[src/sv/virtual_spring_force_to_length_loop_assert.svh]
// Assertion macros for the virtual spring loop.
// Used by the top level only; expects clk and rst in scope.
`ifndef VIRTUAL_SPRING_FORCE_TO_LENGTH_LOOP_ASSERT_SVH
`define VIRTUAL_SPRING_FORCE_TO_LENGTH_LOOP_ASSERT_SVH
// same-cycle implication
`define VSFL_ASSERT_NOW(lbl, ante, cons, msg) \
  lbl: assert property (@(posedge clk) disable iff (rst) (ante) |-> (cons)) else $error(msg);
// next-cycle implication
`define VSFL_ASSERT_NEXT(lbl, ante, cons, msg) \
  lbl: assert property (@(posedge clk) disable iff (rst) (ante) |=> (cons)) else $error(msg);
`endif

[src/sv/vsfl_pkg.sv]
// Shared constants and codes for the virtual spring loop.
// No dependencies.
package vsfl_pkg;
  localparam int FRAC_BITS_DEF = 16;
  localparam logic [15:0] ZERO_CODE = 16'h8000;
  localparam logic [15:0] RAMP_STEP = 16'h0010;

  localparam logic [1:0] KIND_CAL  = 2'd0;
  localparam logic [1:0] KIND_RUN  = 2'd1;
  localparam logic [1:0] KIND_RAMP = 2'd2;

  localparam logic [2:0] REG_ALPHA  = 3'd0;
  localparam logic [2:0] REG_WINDOW = 3'd1;
  localparam logic [2:0] REG_COUNT  = 3'd2;
  localparam logic [2:0] REG_GAIN   = 3'd3;
  localparam logic [2:0] REG_SLEW   = 3'd4;

  localparam int MUL_B_W = 18;
  localparam int DIVISOR_W = 17;
endpackage

[src/sv/vsfl_mul.sv]
// Registered signed multiplier shared by the loop sequencer.
// Depends on vsfl_pkg.
module vsfl_mul #(
  parameter int FRAC_BITS = vsfl_pkg::FRAC_BITS_DEF
) (
  input  logic clk,
  input  logic signed [FRAC_BITS+16:0] a,
  input  logic signed [vsfl_pkg::MUL_B_W-1:0] b,
  output logic signed [FRAC_BITS+16+vsfl_pkg::MUL_B_W:0] p
);
  import vsfl_pkg::*;

  always_ff @(posedge clk) begin
    p <= a * b;
  end
endmodule

[src/sv/vsfl_div.sv]
// Bit-serial signed divider, quotient rounded toward minus infinity.
// Depends on vsfl_pkg; one quotient bit per cycle.
module vsfl_div #(
  parameter int FRAC_BITS = vsfl_pkg::FRAC_BITS_DEF
) (
  input  logic clk,
  input  logic rst,
  input  logic start,
  input  logic signed [FRAC_BITS+33:0] dividend,
  input  logic [vsfl_pkg::DIVISOR_W-1:0] divisor,
  output logic busy,
  output logic done,
  output logic signed [FRAC_BITS+33:0] quotient
);
  import vsfl_pkg::*;

  localparam int DW = FRAC_BITS + 34;
  localparam int CW = $clog2(DW);

  logic [DW-1:0] quo;
  logic [DIVISOR_W:0] rem;
  logic [DIVISOR_W-1:0] dsr;
  logic [CW-1:0] cnt;
  logic neg;
  logic [DIVISOR_W:0] rem_sh;
  logic fits;

  assign rem_sh = {rem[DIVISOR_W-1:0], quo[DW-1]};
  assign fits = rem_sh >= {1'b0, dsr};
  assign quotient = neg ? ~quo : quo;

  always_ff @(posedge clk) begin
    if (rst) begin
      busy <= 1'b0;
      done <= 1'b0;
    end else begin
      done <= 1'b0;
      if (start && !busy) begin
        busy <= 1'b1;
        neg <= dividend[DW-1];
        quo <= dividend[DW-1] ? ~dividend : dividend;
        rem <= '0;
        dsr <= divisor;
        cnt <= CW'(DW - 1);
      end else if (busy) begin
        rem <= fits ? rem_sh - {1'b0, dsr} : rem_sh;
        quo <= {quo[DW-2:0], fits};
        cnt <= cnt - 1'b1;
        if (cnt == '0) begin
          busy <= 1'b0;
          done <= 1'b1;
        end
      end
    end
  end
endmodule

[src/sv/virtual_spring_force_to_length_loop.sv]
// Channel  Dir  Payload
// s_axis   in   tuser: kind[1:0]; tdata: adc_code[15:0]
// m_axis   out  tuser: calibrated, ramp_done; tdata: dac_code, smoothed_level
// cfg      in   cfg_index selects register, cfg_data is the value
// Run samples pass the low-pass, window, divider, spring multiply and slew steps; calibration
// samples take an offset step instead, the last of a round waiting on a second divider pass;
// ramp ticks take the ramp step, other kinds go to output. s_axis_tready is high only while idle.
// A result not yet taken holds the sequencer at the output step until m_axis_tready.
// Reset is synchronous and restores the power-up state.
// Top level of the virtual spring loop; depends on vsfl_pkg, vsfl_mul,
// vsfl_div and the assertion header.
`include "virtual_spring_force_to_length_loop_assert.svh"
module virtual_spring_force_to_length_loop #(
  parameter int FRAC_BITS = vsfl_pkg::FRAC_BITS_DEF
) (
  input  logic clk,
  input  logic rst,
  input  logic s_axis_tvalid,
  output logic s_axis_tready,
  input  logic [15:0] s_axis_tdata,  // adc_code[15:0]
  input  logic [1:0] s_axis_tuser,   // kind[1:0]
  output logic m_axis_tvalid,
  input  logic m_axis_tready,
  output logic [31:0] m_axis_tdata,  // dac_code[15:0], smoothed_level[31:16]
  output logic [1:0] m_axis_tuser,   // calibrated[0], ramp_done[1]
  input  logic cfg_valid,
  output logic cfg_ready,
  input  logic [2:0] cfg_index,
  input  logic [15:0] cfg_data
);
  import vsfl_pkg::*;

  localparam int LW = FRAC_BITS + 16;
  localparam int AW = FRAC_BITS + 17;
  localparam int MW = FRAC_BITS + 17 + MUL_B_W;
  localparam int DW = FRAC_BITS + 34;
  localparam int SW = FRAC_BITS + 33;
  localparam int SHW = MW - FRAC_BITS - 8;

  typedef enum logic [3:0] {
    ST_IDLE, ST_LP_MUL, ST_LP_ACC, ST_WIN_MUL, ST_WIN_DIV, ST_WIN_WAIT,
    ST_CAL, ST_CAL_WAIT, ST_RUN_MUL, ST_RUN_FIN, ST_RAMP, ST_OUT
  } state_t;

  state_t state;
  logic [15:0] filter_alpha, passive_count, slew_limit;
  logic [7:0] window_size;
  logic signed [15:0] spring_gain;
  logic [1:0] kind;
  logic signed [15:0] adc_code;
  logic signed [LW-1:0] lowpass_level, window_level, passive_level;
  logic signed [SW-1:0] offset_sum;
  logic [15:0] calib_seen, drive_code;
  logic is_calibrated, ramp_done;

  logic signed [AW-1:0] mul_a;
  logic signed [MUL_B_W-1:0] mul_b;
  logic signed [MW-1:0] prod;
  logic div_start, div_busy, div_done;
  logic signed [DW-1:0] div_num, quotient;
  logic [DIVISOR_W-1:0] div_den;

  logic [7:0] win_n;
  logic signed [SW-1:0] sum_next;
  logic [15:0] seen_next;
  logic cal_fin;
  logic signed [SHW-1:0] spring;
  logic signed [SHW:0] cand;
  logic [16:0] cand_sat;
  logic [17:0] up_lim, cur_ext, lim_ext;
  logic [15:0] drive_run;

  vsfl_mul #(.FRAC_BITS(FRAC_BITS)) u_mul (.clk(clk), .a(mul_a), .b(mul_b), .p(prod));

  vsfl_div #(.FRAC_BITS(FRAC_BITS)) u_div (
    .clk(clk), .rst(rst), .start(div_start), .dividend(div_num), .divisor(div_den),
    .busy(div_busy), .done(div_done), .quotient(quotient)
  );

  assign cfg_ready = 1'b1;
  assign s_axis_tready = (state == ST_IDLE);
  assign win_n = (window_size == '0) ? 8'd1 : window_size;
  assign sum_next = offset_sum + SW'(window_level);
  assign seen_next = calib_seen + 16'd1;
  assign cal_fin = (seen_next == '0) || (seen_next >= passive_count);

  always_comb begin
    mul_a = '0;
    mul_b = '0;
    case (state)
      ST_LP_MUL: begin
        mul_a = AW'($signed({adc_code, FRAC_BITS'(0)})) - AW'(lowpass_level);
        mul_b = MUL_B_W'({1'b0, filter_alpha});
      end
      ST_WIN_MUL: begin
        mul_a = AW'(window_level);
        mul_b = MUL_B_W'({1'b0, win_n - 8'd1});
      end
      ST_RUN_MUL: begin
        mul_a = AW'(window_level) - AW'(passive_level);
        mul_b = MUL_B_W'(spring_gain);
      end
      default: begin
        mul_a = '0;
        mul_b = '0;
      end
    endcase
  end

  always_comb begin
    div_start = 1'b0;
    div_num = DW'(prod[DW-1:0]) + DW'(lowpass_level);
    div_den = DIVISOR_W'(win_n);
    if (state == ST_WIN_DIV) begin
      div_start = 1'b1;
    end else if (state == ST_CAL && cal_fin) begin
      div_start = 1'b1;
      div_num = DW'(sum_next);
      div_den = (seen_next == '0) ? DIVISOR_W'(65536) : DIVISOR_W'(seen_next);
    end
  end

  assign spring = prod[MW-1:FRAC_BITS+8];
  assign cand = (SHW+1)'(spring) + (SHW+1)'(32768);
  assign cand_sat = cand[SHW] ? 17'd0 :
                    (cand > (SHW+1)'(65535)) ? 17'd65535 : cand[16:0];
  assign cur_ext = {2'b0, drive_code};
  assign lim_ext = {2'b0, slew_limit};
  assign up_lim = cur_ext + lim_ext;
  always_comb begin
    if ({1'b0, cand_sat} > up_lim) begin
      drive_run = up_lim[15:0];
    end else if ({1'b0, cand_sat} + lim_ext < cur_ext) begin
      drive_run = drive_code - slew_limit;
    end else begin
      drive_run = cand_sat[15:0];
    end
  end

  always_ff @(posedge clk) begin
    if (rst) begin
      state <= ST_IDLE;
      filter_alpha <= 16'd7702;
      window_size <= 8'd38;
      passive_count <= 16'd1000;
      spring_gain <= -16'sd8561;
      slew_limit <= 16'd10000;
      lowpass_level <= '0;
      window_level <= '0;
      offset_sum <= '0;
      passive_level <= '0;
      calib_seen <= '0;
      is_calibrated <= 1'b0;
      drive_code <= ZERO_CODE;
      ramp_done <= 1'b0;
      m_axis_tvalid <= 1'b0;
    end else begin
      if (cfg_valid) begin
        case (cfg_index)
          REG_ALPHA:  filter_alpha <= cfg_data;
          REG_WINDOW: window_size <= cfg_data[7:0];
          REG_COUNT:  passive_count <= cfg_data;
          REG_GAIN:   spring_gain <= cfg_data;
          REG_SLEW:   slew_limit <= cfg_data;
          default: ;
        endcase
      end
      if (m_axis_tvalid && m_axis_tready && state != ST_OUT) begin
        m_axis_tvalid <= 1'b0;
      end
      case (state)
        ST_IDLE: begin
          if (s_axis_tvalid && s_axis_tready) begin
            kind <= s_axis_tuser;
            adc_code <= s_axis_tdata;
            ramp_done <= 1'b0;
            case (s_axis_tuser)
              KIND_CAL, KIND_RUN: state <= ST_LP_MUL;
              KIND_RAMP: state <= ST_RAMP;
              default: state <= ST_OUT;
            endcase
          end
        end
        ST_LP_MUL: state <= ST_LP_ACC;
        ST_LP_ACC: begin
          lowpass_level <= lowpass_level + LW'(prod >>> 16);
          state <= ST_WIN_MUL;
        end
        ST_WIN_MUL: state <= ST_WIN_DIV;
        ST_WIN_DIV: state <= ST_WIN_WAIT;
        ST_WIN_WAIT: begin
          if (div_done) begin
            window_level <= LW'(quotient);
            state <= (kind == KIND_CAL) ? ST_CAL : ST_RUN_MUL;
          end
        end
        ST_CAL: begin
          drive_code <= ZERO_CODE;
          if (cal_fin) begin
            state <= ST_CAL_WAIT;
          end else begin
            offset_sum <= sum_next;
            calib_seen <= seen_next;
            state <= ST_OUT;
          end
        end
        ST_CAL_WAIT: begin
          if (div_done) begin
            passive_level <= LW'(quotient);
            is_calibrated <= 1'b1;
            offset_sum <= '0;
            calib_seen <= '0;
            state <= ST_OUT;
          end
        end
        ST_RUN_MUL: state <= ST_RUN_FIN;
        ST_RUN_FIN: begin
          drive_code <= drive_run;
          state <= ST_OUT;
        end
        ST_RAMP: begin
          if (drive_code > ZERO_CODE + RAMP_STEP) begin
            drive_code <= drive_code - RAMP_STEP;
          end else if (drive_code < ZERO_CODE - RAMP_STEP) begin
            drive_code <= drive_code + RAMP_STEP;
          end else begin
            drive_code <= ZERO_CODE;
            ramp_done <= 1'b1;
          end
          state <= ST_OUT;
        end
        ST_OUT: begin
          if (!m_axis_tvalid || m_axis_tready) begin
            m_axis_tvalid <= 1'b1;
            m_axis_tdata <= {window_level[FRAC_BITS+15:FRAC_BITS], drive_code};
            m_axis_tuser <= {ramp_done, is_calibrated};
            state <= ST_IDLE;
          end
        end
        default: state <= ST_IDLE;
      endcase
    end
  end

  `VSFL_ASSERT_NOW(a_ramp_zero, m_axis_tvalid && m_axis_tuser[1], m_axis_tdata[15:0] == ZERO_CODE, "ramp done off zero code")
  `VSFL_ASSERT_NOW(a_cal_sticky, 1'b1, !$fell(is_calibrated), "calibrated flag dropped")
  `VSFL_ASSERT_NOW(a_div_idle, div_done, state == ST_WIN_WAIT || state == ST_CAL_WAIT, "divider result unclaimed")
  `VSFL_ASSERT_NOW(a_div_free, div_start, !div_busy, "divider started while busy")
  `VSFL_ASSERT_NEXT(a_one_word, s_axis_tvalid && s_axis_tready, !s_axis_tready, "second word taken while busy")
endmodule

[config.mk]
export PLATFORM = sky130hd
export DESIGN_NAME = virtual_spring_force_to_length_loop
export DESIGN_NICKNAME = d
export VERILOG_FILES = /design/src/sv/vsfl_pkg.sv /design/src/sv/vsfl_mul.sv /design/src/sv/vsfl_div.sv /design/src/sv/virtual_spring_force_to_length_loop.sv
export VERILOG_INCLUDE_DIRS = /design/src /design/src/sv
export SDC_FILE = /design/constraint.sdc
export NUM_CORES = 2
export LEC_CHECK = 0
export BUFFER_PORTS_ARGS = -buffer_cell sky130_fd_sc_hd__buf_2
export CAP_MARGIN = 25
export CORE_MARGIN = 3
export CORE_UTILIZATION = 47
export CTS_CLUSTER_DIAMETER = 120
export DETAILED_ROUTE_END_ITERATION = 6
export MAX_ROUTING_LAYER = met4
export PLACE_DENSITY = 0.69
export SETUP_SLACK_MARGIN = 0.15
export SLEW_MARGIN = 10
export SYNTH_ARGS = -nofsm -noshare
export SYNTH_HDL_FRONTEND = slang
export SYNTH_SLANG_ARGS = --single-unit
[constraint.sdc]
create_clock -name clk -period 11.2 [get_ports clk]
set_input_delay 2.24 -clock clk [delete_from_list [all_inputs] [get_ports clk]]
set_output_delay 2.24 -clock clk [all_outputs]
set_load 0.01 [all_outputs]
### Word-level counts from Yosys, hierarchy flattened

Cells that the tools add are included.

| operators by class | value |
|---|---|
| add/sub/neg operators | 15 |
| $mul | 1 |
| order comparisons | 7 |
| eq/ne operators | 25 |
| multiplexer cells | 49 |
| bitwise operators | 5 |
| reductions and logical operators | 39 |

Operators by type and width:

| cell | count |
|---|---|
| $mux W50 | 5 |
| $pmux W33 S3 | 1 |
| $mux W49 | 2 |
| $pmux W49 S2 | 1 |
| $mux W16 | 6 |
| $mux W17 | 5 |
| $sub A32 B32 Y33 | 2 |
| $pmux W18 S3 | 1 |
| $mul A33 B18 Y51 | 1 |
| $add A50 B50 Y50 | 1 |
| $not A50 Y50 | 1 |
| $add A49 B32 Y49 | 1 |
| $pmux W16 S3 | 1 |
| $pmux W4 S11 | 1 |
| $add A32 B32 Y32 | 1 |
| $mux W32 | 1 |
| $not A32 Y32 | 1 |
| $pmux W16 S2 | 1 |
| $add A27 B17 Y28 const B | 1 |
| $gt A28 B17 Y1 const B | 1 |
| $mux W4 | 6 |
| $mux W8 | 3 |
| $add A17 B16 Y18 | 1 |
| $ge A18 B17 Y1 | 1 |
| other kinds (46) | 95 |

| word-level totals | value |
|---|---|
| flip-flop bits (word level) | 452 |
| input port bits | 42 |
| output and inout port bits | 37 |
| word-level logic and storage cells | 170 |

### Logic depth before layout (Yosys ltp)

| depth | value |
|---|---|
| depth after elaboration | 9 |
| depth in mapped cells | 42 |
| gate-level depth less buffers | 40 |

### Hierarchy

Synthesis repeated with hierarchy kept, for this count alone.

| second synthesis, totals | value |
|---|---|
| cell total of the unflattened synthesis | 6290 |
| area total of the unflattened synthesis | 52736.8 um^2 |

Modules (own cells, without submodules):

| module | times used | cells an instance | area an instance (um^2) | sequential area each (um^2) |
|---|---|---|---|---|
| virtual_spring_force_to_length_loop | 1 | 3419 | 25912.4 | 6686.4 |
| vsfl_mul | 1 | 2367 | 21404.3 | 1021.0 |
| vsfl_div | 1 | 504 | 5420.2 | 2772.7 |

### Least setup slack after synthesis

No wires, ideal clock.

| timing | value |
|---|---|
| path type | reg2reg |
| from | register window_size[2] |
| to | register u_mul.p[49] (netlist bit) |
| library setup time | 114 ps |
| data arrival time | 8739 ps |
| required time | 11086 ps |
| slack | 2347 ps |
| cell stages (with the launch flop) | 37 |
| path buffers | 1 |
| clock period less this slack | 8853 ps |
| cell sequence | dfxtp_1 -> or4_1 -> or3_1 -> nor2_1 -> nor2_1 -> ha_1 -> inv_1 -> nor2_1 -> xnor2_1 -> nor2_1 -> a221oi_1 -> clkbuf_1 -> nor2_1 -> fa_1 -> inv_1 -> fa_1 -> inv_1 -> fa_1 -> inv_1 -> fa_1 -> inv_1 -> fa_1 -> inv_1 -> fa_1 -> inv_1 -> ha_1 -> a21o_1 -> a21oi_1 -> nor2_1 -> a2111oi_1 -> o21ai_0 -> a211oi_1 -> nor3_1 -> nor3_1 -> o41ai_1 -> mux2i_1 -> a2111oi_0 |

| on the way | value |
|---|---|
| cells in the longest elaborated chain, start to end | 5 |

Ends and longest elaborated chain:

| what | RTL line | RTL |
|---|---|---|
| start: declaration | virtual_spring_force_to_length_loop.sv:47 | `logic [7:0] window_size;` |
| start signal: assignment | virtual_spring_force_to_length_loop.sv:161 | `REG_WINDOW: window_size <= cfg_data[7:0];` |
| $logic_not A8 Y1 | virtual_spring_force_to_length_loop.sv:82 | `assign win_n = (window_size == '0) ? 8'd1 : window_size;` |
| $mux W8 * | virtual_spring_force_to_length_loop.sv:82 |  |
| $sub A8 B1 Y8 * | virtual_spring_force_to_length_loop.sv:97 | `mul_b = MUL_B_W'({1'b0, win_n - 8'd1});` |
| $pmux W18 S3 * | virtual_spring_force_to_length_loop.sv:90 | `case (state)` |
| $mul A33 B18 Y51 * | vsfl_mul.sv:14 | `p <= a * b;` |
| end signal: assignment | vsfl_mul.sv:14 |  |
| end: declaration | vsfl_mul.sv:9 | `output logic signed [FRAC_BITS+16+vsfl_pkg::MUL_B_W:0] p` |

Mark *: on every way between the ends. The rest lies on a longest branch, timed or not.
A chain may end at the register's enable or synchronous reset.

### Worst setup path in the final report

| timing | value |
|---|---|
| from | register window_level[0] |
| to | register u_mul.p[44] (netlist bit) |

| on the way | value |
|---|---|
| cells in the longest elaborated chain, start to end | 3 |

Ends and longest elaborated chain:

| what | RTL line | RTL |
|---|---|---|
| start: declaration | virtual_spring_force_to_length_loop.sv:51 | `logic signed [LW-1:0] lowpass_level, window_level, passive_level;` |
| start signal: assignment | virtual_spring_force_to_length_loop.sv:193 | `window_level <= LW'(quotient);` |
| $sub A32 B32 Y33 | virtual_spring_force_to_length_loop.sv:100 | `mul_a = AW'(window_level) - AW'(passive_level);` |
| $pmux W33 S3 * | virtual_spring_force_to_length_loop.sv:90 |  |
| $mul A33 B18 Y51 * | vsfl_mul.sv:14 |  |

Marks and branches as above.

==> flow_metrics.env <==
export IMPL_power_density_cell_area_nw_per_um2=174.5
export IMPL_number_of_global_route_vias_before_repair=43011
export IMPL_core_area_um2=109500
export IMPL_synth_area_per_cell_um2=8.300
export IMPL_drt_drc_violations_left=0
export IMPL_firstDrtPassIters=6
export IMPL_cp_num_buf_inv=5
export IMPL_yosysWarningCount=0
export IMPL_worst_min_delay_path_endpoint="m_axis_tuser[1]"
export IMPL_max_freq_mhz=97.35
export IMPL_timing_hold_violations_final=0
export IMPL_global_route_usage_total=0.2816
export IMPL_critPathTopFamily="compound AO/OA/AOI/OAI gates"
export IMPL_nNetsFinal=7262
export IMPL_area_growth_pct=7.389
export IMPL_reg2regPathDepth=37
export IMPL_num_io_pins=79
export IMPL_worst_slew_margin_rel=0.2287
export IMPL_synth_seq_cells=452
export IMPL_slowest_stage="sky130_fd_sc_hd__a21oi_1"
export IMPL_clock_tree_htree_level_count=2
export IMPL_crit_path_start_kind="register"
export IMPL_place_inst=7639
export IMPL_detail_route_wirelength_mm=159.7
export IMPL_floorplan_die_height_um=339
export IMPL_synth_seq_area_share=0.2011
export IMPL_most_common_cell_after_layout_fill_and_taps_aside="sky130_fd_sc_hd__inv_1"
export IMPL_critical_path_endpoint_type="register"
export IMPL_hpwl_mm=125.6
export IMPL_clk_transition_reported_paths_ns=0.06
export IMPL_min_delay_path_depth=0
export IMPL_globalplace_congestion=0.9752
export IMPL_share_of_flip_flops_with_an_asynchronous_set_or_reset_after_synthesis=0
export IMPL_drive_gt1_frac=0.05439
export IMPL_wire_per_inst_um=20.61
export IMPL_cts_sinks=452
export IMPL_reported_max_cap_violation_count=0
export IMPL_min_delay_path_class="register to register"
export IMPL_run_status="completed"
export IMPL_post_synth_edffs=143
export IMPL_drv_slew=0
export IMPL_clock_latency_ns=0.69
export IMPL_grt_pass1_wl_mm=248.1
export IMPL_report_final_setup_viol=0
export IMPL_utilization=0.5113
export IMPL_post_layout_nonfiller_instances=7746
export IMPL_die_width_um=339
export IMPL_synth_main_ff_cell="sky130_fd_sc_hd__dfxtp_1"
export IMPL_tritoncts_num_buffers=57
export IMPL_largest_net_degree_at_the_start_of_global_routing=101
export IMPL_rr_startpoint="window_level[0]"
export IMPL_dr_wl_met2_mm=67.91
export IMPL_peakVddDrop_mv=0.1709
export IMPL_post_synth_instance_area_um2=52120
export IMPL_clock_tree_buffer_depth=3
export IMPL_met3_wirelength_mm=15.26
export IMPL_initial_utilization=0.4761
export IMPL_cts_root_buf="sky130_fd_sc_hd__clkbuf_16"
export IMPL_leakage_nw=25.16
export IMPL_final_period_minus_worst_setup_slack_ns=10.27
export IMPL_postRouteAntennaNets=0
export IMPL_num_antenna_cells=0
export IMPL_setup_total_negative_slack_ns=0
export IMPL_unrepaired_setup_endpoints_after_global_routing="false"
export IMPL_drtIter0Drc=3825
export IMPL_synthesis_instances=6279
export IMPL_floorplan_die_area_um2=114900
export IMPL_syn_num_nets=7318
export IMPL_delay_contributed_by_the_slowest_stage_of_the_critical_path_ns=0.80
export IMPL_worstMarginPinSlew_ns=1.157
export IMPL_total_power_w=0.009769
export IMPL_post_cts_setup_buffer_count=0
export IMPL_post_cts_resized=0
export IMPL_setup_reg_to_reg_worst_slack_ns=0.93
export IMPL_min_period_over_period=0.9172
export IMPL_critPathArrivalTime_ns=10.77
export IMPL_hold_buffers=0
export IMPL_crit_fanout=8
export IMPL_most_frequent_cells_in_the_layout="sky130_fd_sc_hd__inv_1, sky130_fd_sc_hd__nand2_1, sky130_fd_sc_hd__nor2_1, sky130_fd_sc_hd__fa_1, sky130_fd_sc_hd__ha_1"
export IMPL_finalClockSkew_ns=0.08164
export IMPL_rows=121
export IMPL_class_of_the_most_critical_setup_path="register to register"
export IMPL_post_drt_via_cell_ratio=5.715
export IMPL_io_buffer_count=77
export IMPL_yosysUniqueCellTypes=95
export IMPL_routed_via_count=44265
export IMPL_grt_antenna_before_repair=3
export IMPL_global_route_overflow_total=0
export IMPL_wirelength_met1_mm=69.72
export IMPL_hold_path_startpoint="ramp_done"
export IMPL_tritoncts="yes"
export IMPL_maxUsedRoutingLayer="met4"
export IMPL_timing_rr_end="u_mul.p[44]"
export IMPL_cp_data_required_time_ns=11.70
==> logic make-up (layout without fill, tap and decap cells) <==
kind of cell | count (synthesis) | after routing | synth area share
multiplexers | 33 | 33 | 0.006722
adder cells (fa/ha/maj) | 997 | 997 | 0.3225
buffers and inverters | 1193 | 1184 | 0.08695
AO/OA/AOI/OAI | 1287 | 1287 | 0.1589
XOR/XNOR | 365 | 365 | 0.06134
flip-flops | 452 | 452 | 0.2011
other | 2 | 2 | 0.0001441
AND/OR/NAND/NOR | 1950 | 1950 | 0.1624
==> layout make-up <==
| type | instances | area (um^2) |
|---|---|---|
| fillers | 10347 | 53490 |
| multi-input cells | 4634 | 37240 |
| flip-flops and latches | 452 | 10480 |
| inverters | 917 | 3442 |
| well taps | 1476 | 1847 |
| clock buffers | 75 | 1594 |
| repair buffers | 161 | 1033 |
| clock inverters | 31 | 331.6 |
==> worst max path at each step <==
stage / start / endpoint / slack (ns) / cells past startpoint
3_5_place_dp: window_level[0] / u_mul.p[44] / 1.15 / 37
5_1_grt: window_level[1] / u_mul.p[44] / 0.27 / 36
4_1_cts: window_level[0] / u_mul.p[44] / 1.05 / 37
2_1_floorplan: window_size[2] / u_mul.p[49] / 2.35 / 36
3_3_place_gp: window_level[0] / u_mul.p[44] / 1.28 / 37
6_report: window_level[0] / u_mul.p[44] / 0.93 / 37
==> cell usage after synthesis (9+ instances only) <==
cell | instances | share of area
sky130_fd_sc_hd__clkbuf_1 | 244 | 0.018
sky130_fd_sc_hd__a22oi_1 | 32 | 0.0046
sky130_fd_sc_hd__nand3b_1 | 12 | 0.0017
sky130_fd_sc_hd__nand2b_1 | 46 | 0.0055
sky130_fd_sc_hd__o21ai_0 | 202 | 0.019
sky130_fd_sc_hd__o21a_1 | 59 | 0.0085
sky130_fd_sc_hd__inv_1 | 916 | 0.066
sky130_fd_sc_hd__a21oi_1 | 404 | 0.039
sky130_fd_sc_hd__nand4_1 | 45 | 0.0054
sky130_fd_sc_hd__buf_1 | 16 | 0.0012
sky130_fd_sc_hd__a211oi_1 | 95 | 0.014
sky130_fd_sc_hd__buf_2 | 9 | 0.00086
sky130_fd_sc_hd__fa_1 | 577 | 0.22
sky130_fd_sc_hd__nand2_1 | 756 | 0.054
sky130_fd_sc_hd__o21bai_1 | 40 | 0.0058
sky130_fd_sc_hd__xor2_1 | 100 | 0.017
sky130_fd_sc_hd__o211ai_1 | 40 | 0.0058
sky130_fd_sc_hd__nor2b_1 | 40 | 0.0048
sky130_fd_sc_hd__or3_1 | 37 | 0.0044
sky130_fd_sc_hd__nor2_1 | 664 | 0.048
sky130_fd_sc_hd__ha_1 | 420 | 0.10
sky130_fd_sc_hd__o21ai_1 | 50 | 0.0048
sky130_fd_sc_hd__a31o_2 | 9 | 0.0015
sky130_fd_sc_hd__edfxtp_1 | 143 | 0.082
sky130_fd_sc_hd__a221oi_1 | 10 | 0.0017
sky130_fd_sc_hd__xnor2_1 | 265 | 0.045
sky130_fd_sc_hd__dfxtp_1 | 309 | 0.12
sky130_fd_sc_hd__nor4_1 | 18 | 0.0022
sky130_fd_sc_hd__a221o_1 | 10 | 0.0019
sky130_fd_sc_hd__nand3_1 | 142 | 0.014
sky130_fd_sc_hd__or2_2 | 22 | 0.0026
sky130_fd_sc_hd__a211o_1 | 11 | 0.0018
sky130_fd_sc_hd__a21o_1 | 125 | 0.018
sky130_fd_sc_hd__and3_1 | 35 | 0.0042
sky130_fd_sc_hd__o31ai_1 | 28 | 0.0040
sky130_fd_sc_hd__o221ai_1 | 9 | 0.0015
sky130_fd_sc_hd__nor3_1 | 67 | 0.0064
sky130_fd_sc_hd__a31oi_1 | 50 | 0.0060
sky130_fd_sc_hd__mux2i_1 | 26 | 0.0050
sky130_fd_sc_hd__and2_1 | 36 | 0.0043
==> report_power, final <==
part | internal (W) | switching [W]
clock network | 0.00108 | 0.000809
logic | 0.00205 | 0.00377
registers | 0.00184 | 0.000227
total | 0.00497 | 0.00480
==> layer usage <==
layer | vias up | track usage
met2 | 1827 | 0.4090
met3 | 312 | 0.05128
met4 | 0 | 0.1063
met1 | 21551 | 0.3908
met5 | - | -
li1 | 20575 | -
==> worst reg2reg max path, delay by kind of cell, from the launching register on <==
family                     cells  cell delay (ns)
AOI/OAI and AO/OA             18             4.80
xor gates and xnor gates       2             0.25
adders and majority gates      9             3.89
buffers and inverters          5             0.33
DFF                            1             0.35
and+or+nand+nor                3             0.50
==> state kept, by name, indices dropped and copies added, names as in the netlist, 32 cells and up <==
| name | cells |
|---|---|
| window_level | 32 |
| u_mul.p | 51 |
| m_axis_tdata | 32 |
| passive_level | 32 |
| lowpass_level | 32 |
| offset_sum | 49 |
| u_div.quo | 50 |
==> stage by stage <==
| step | worst slack (ns) | hold slack, ns | area (um^2) |
|---|---|---|---|
| 3_5_place_dp | 1.153 | 0.4271 | 54040 |
| 3_3_place_gp | 1.283 | 0.4253 | 54010 |
| 2_1_floorplan | 2.347 | 0.4090 | 52120 |
| 4_1_cts | 1.050 | 0.4435 | 55960 |
| 6_report | 0.9273 | 0.4522 | 55970 |
| 5_1_grt | 0.2692 | 0.4573 | 55970 |
Power figures use the tool's default switching activity.
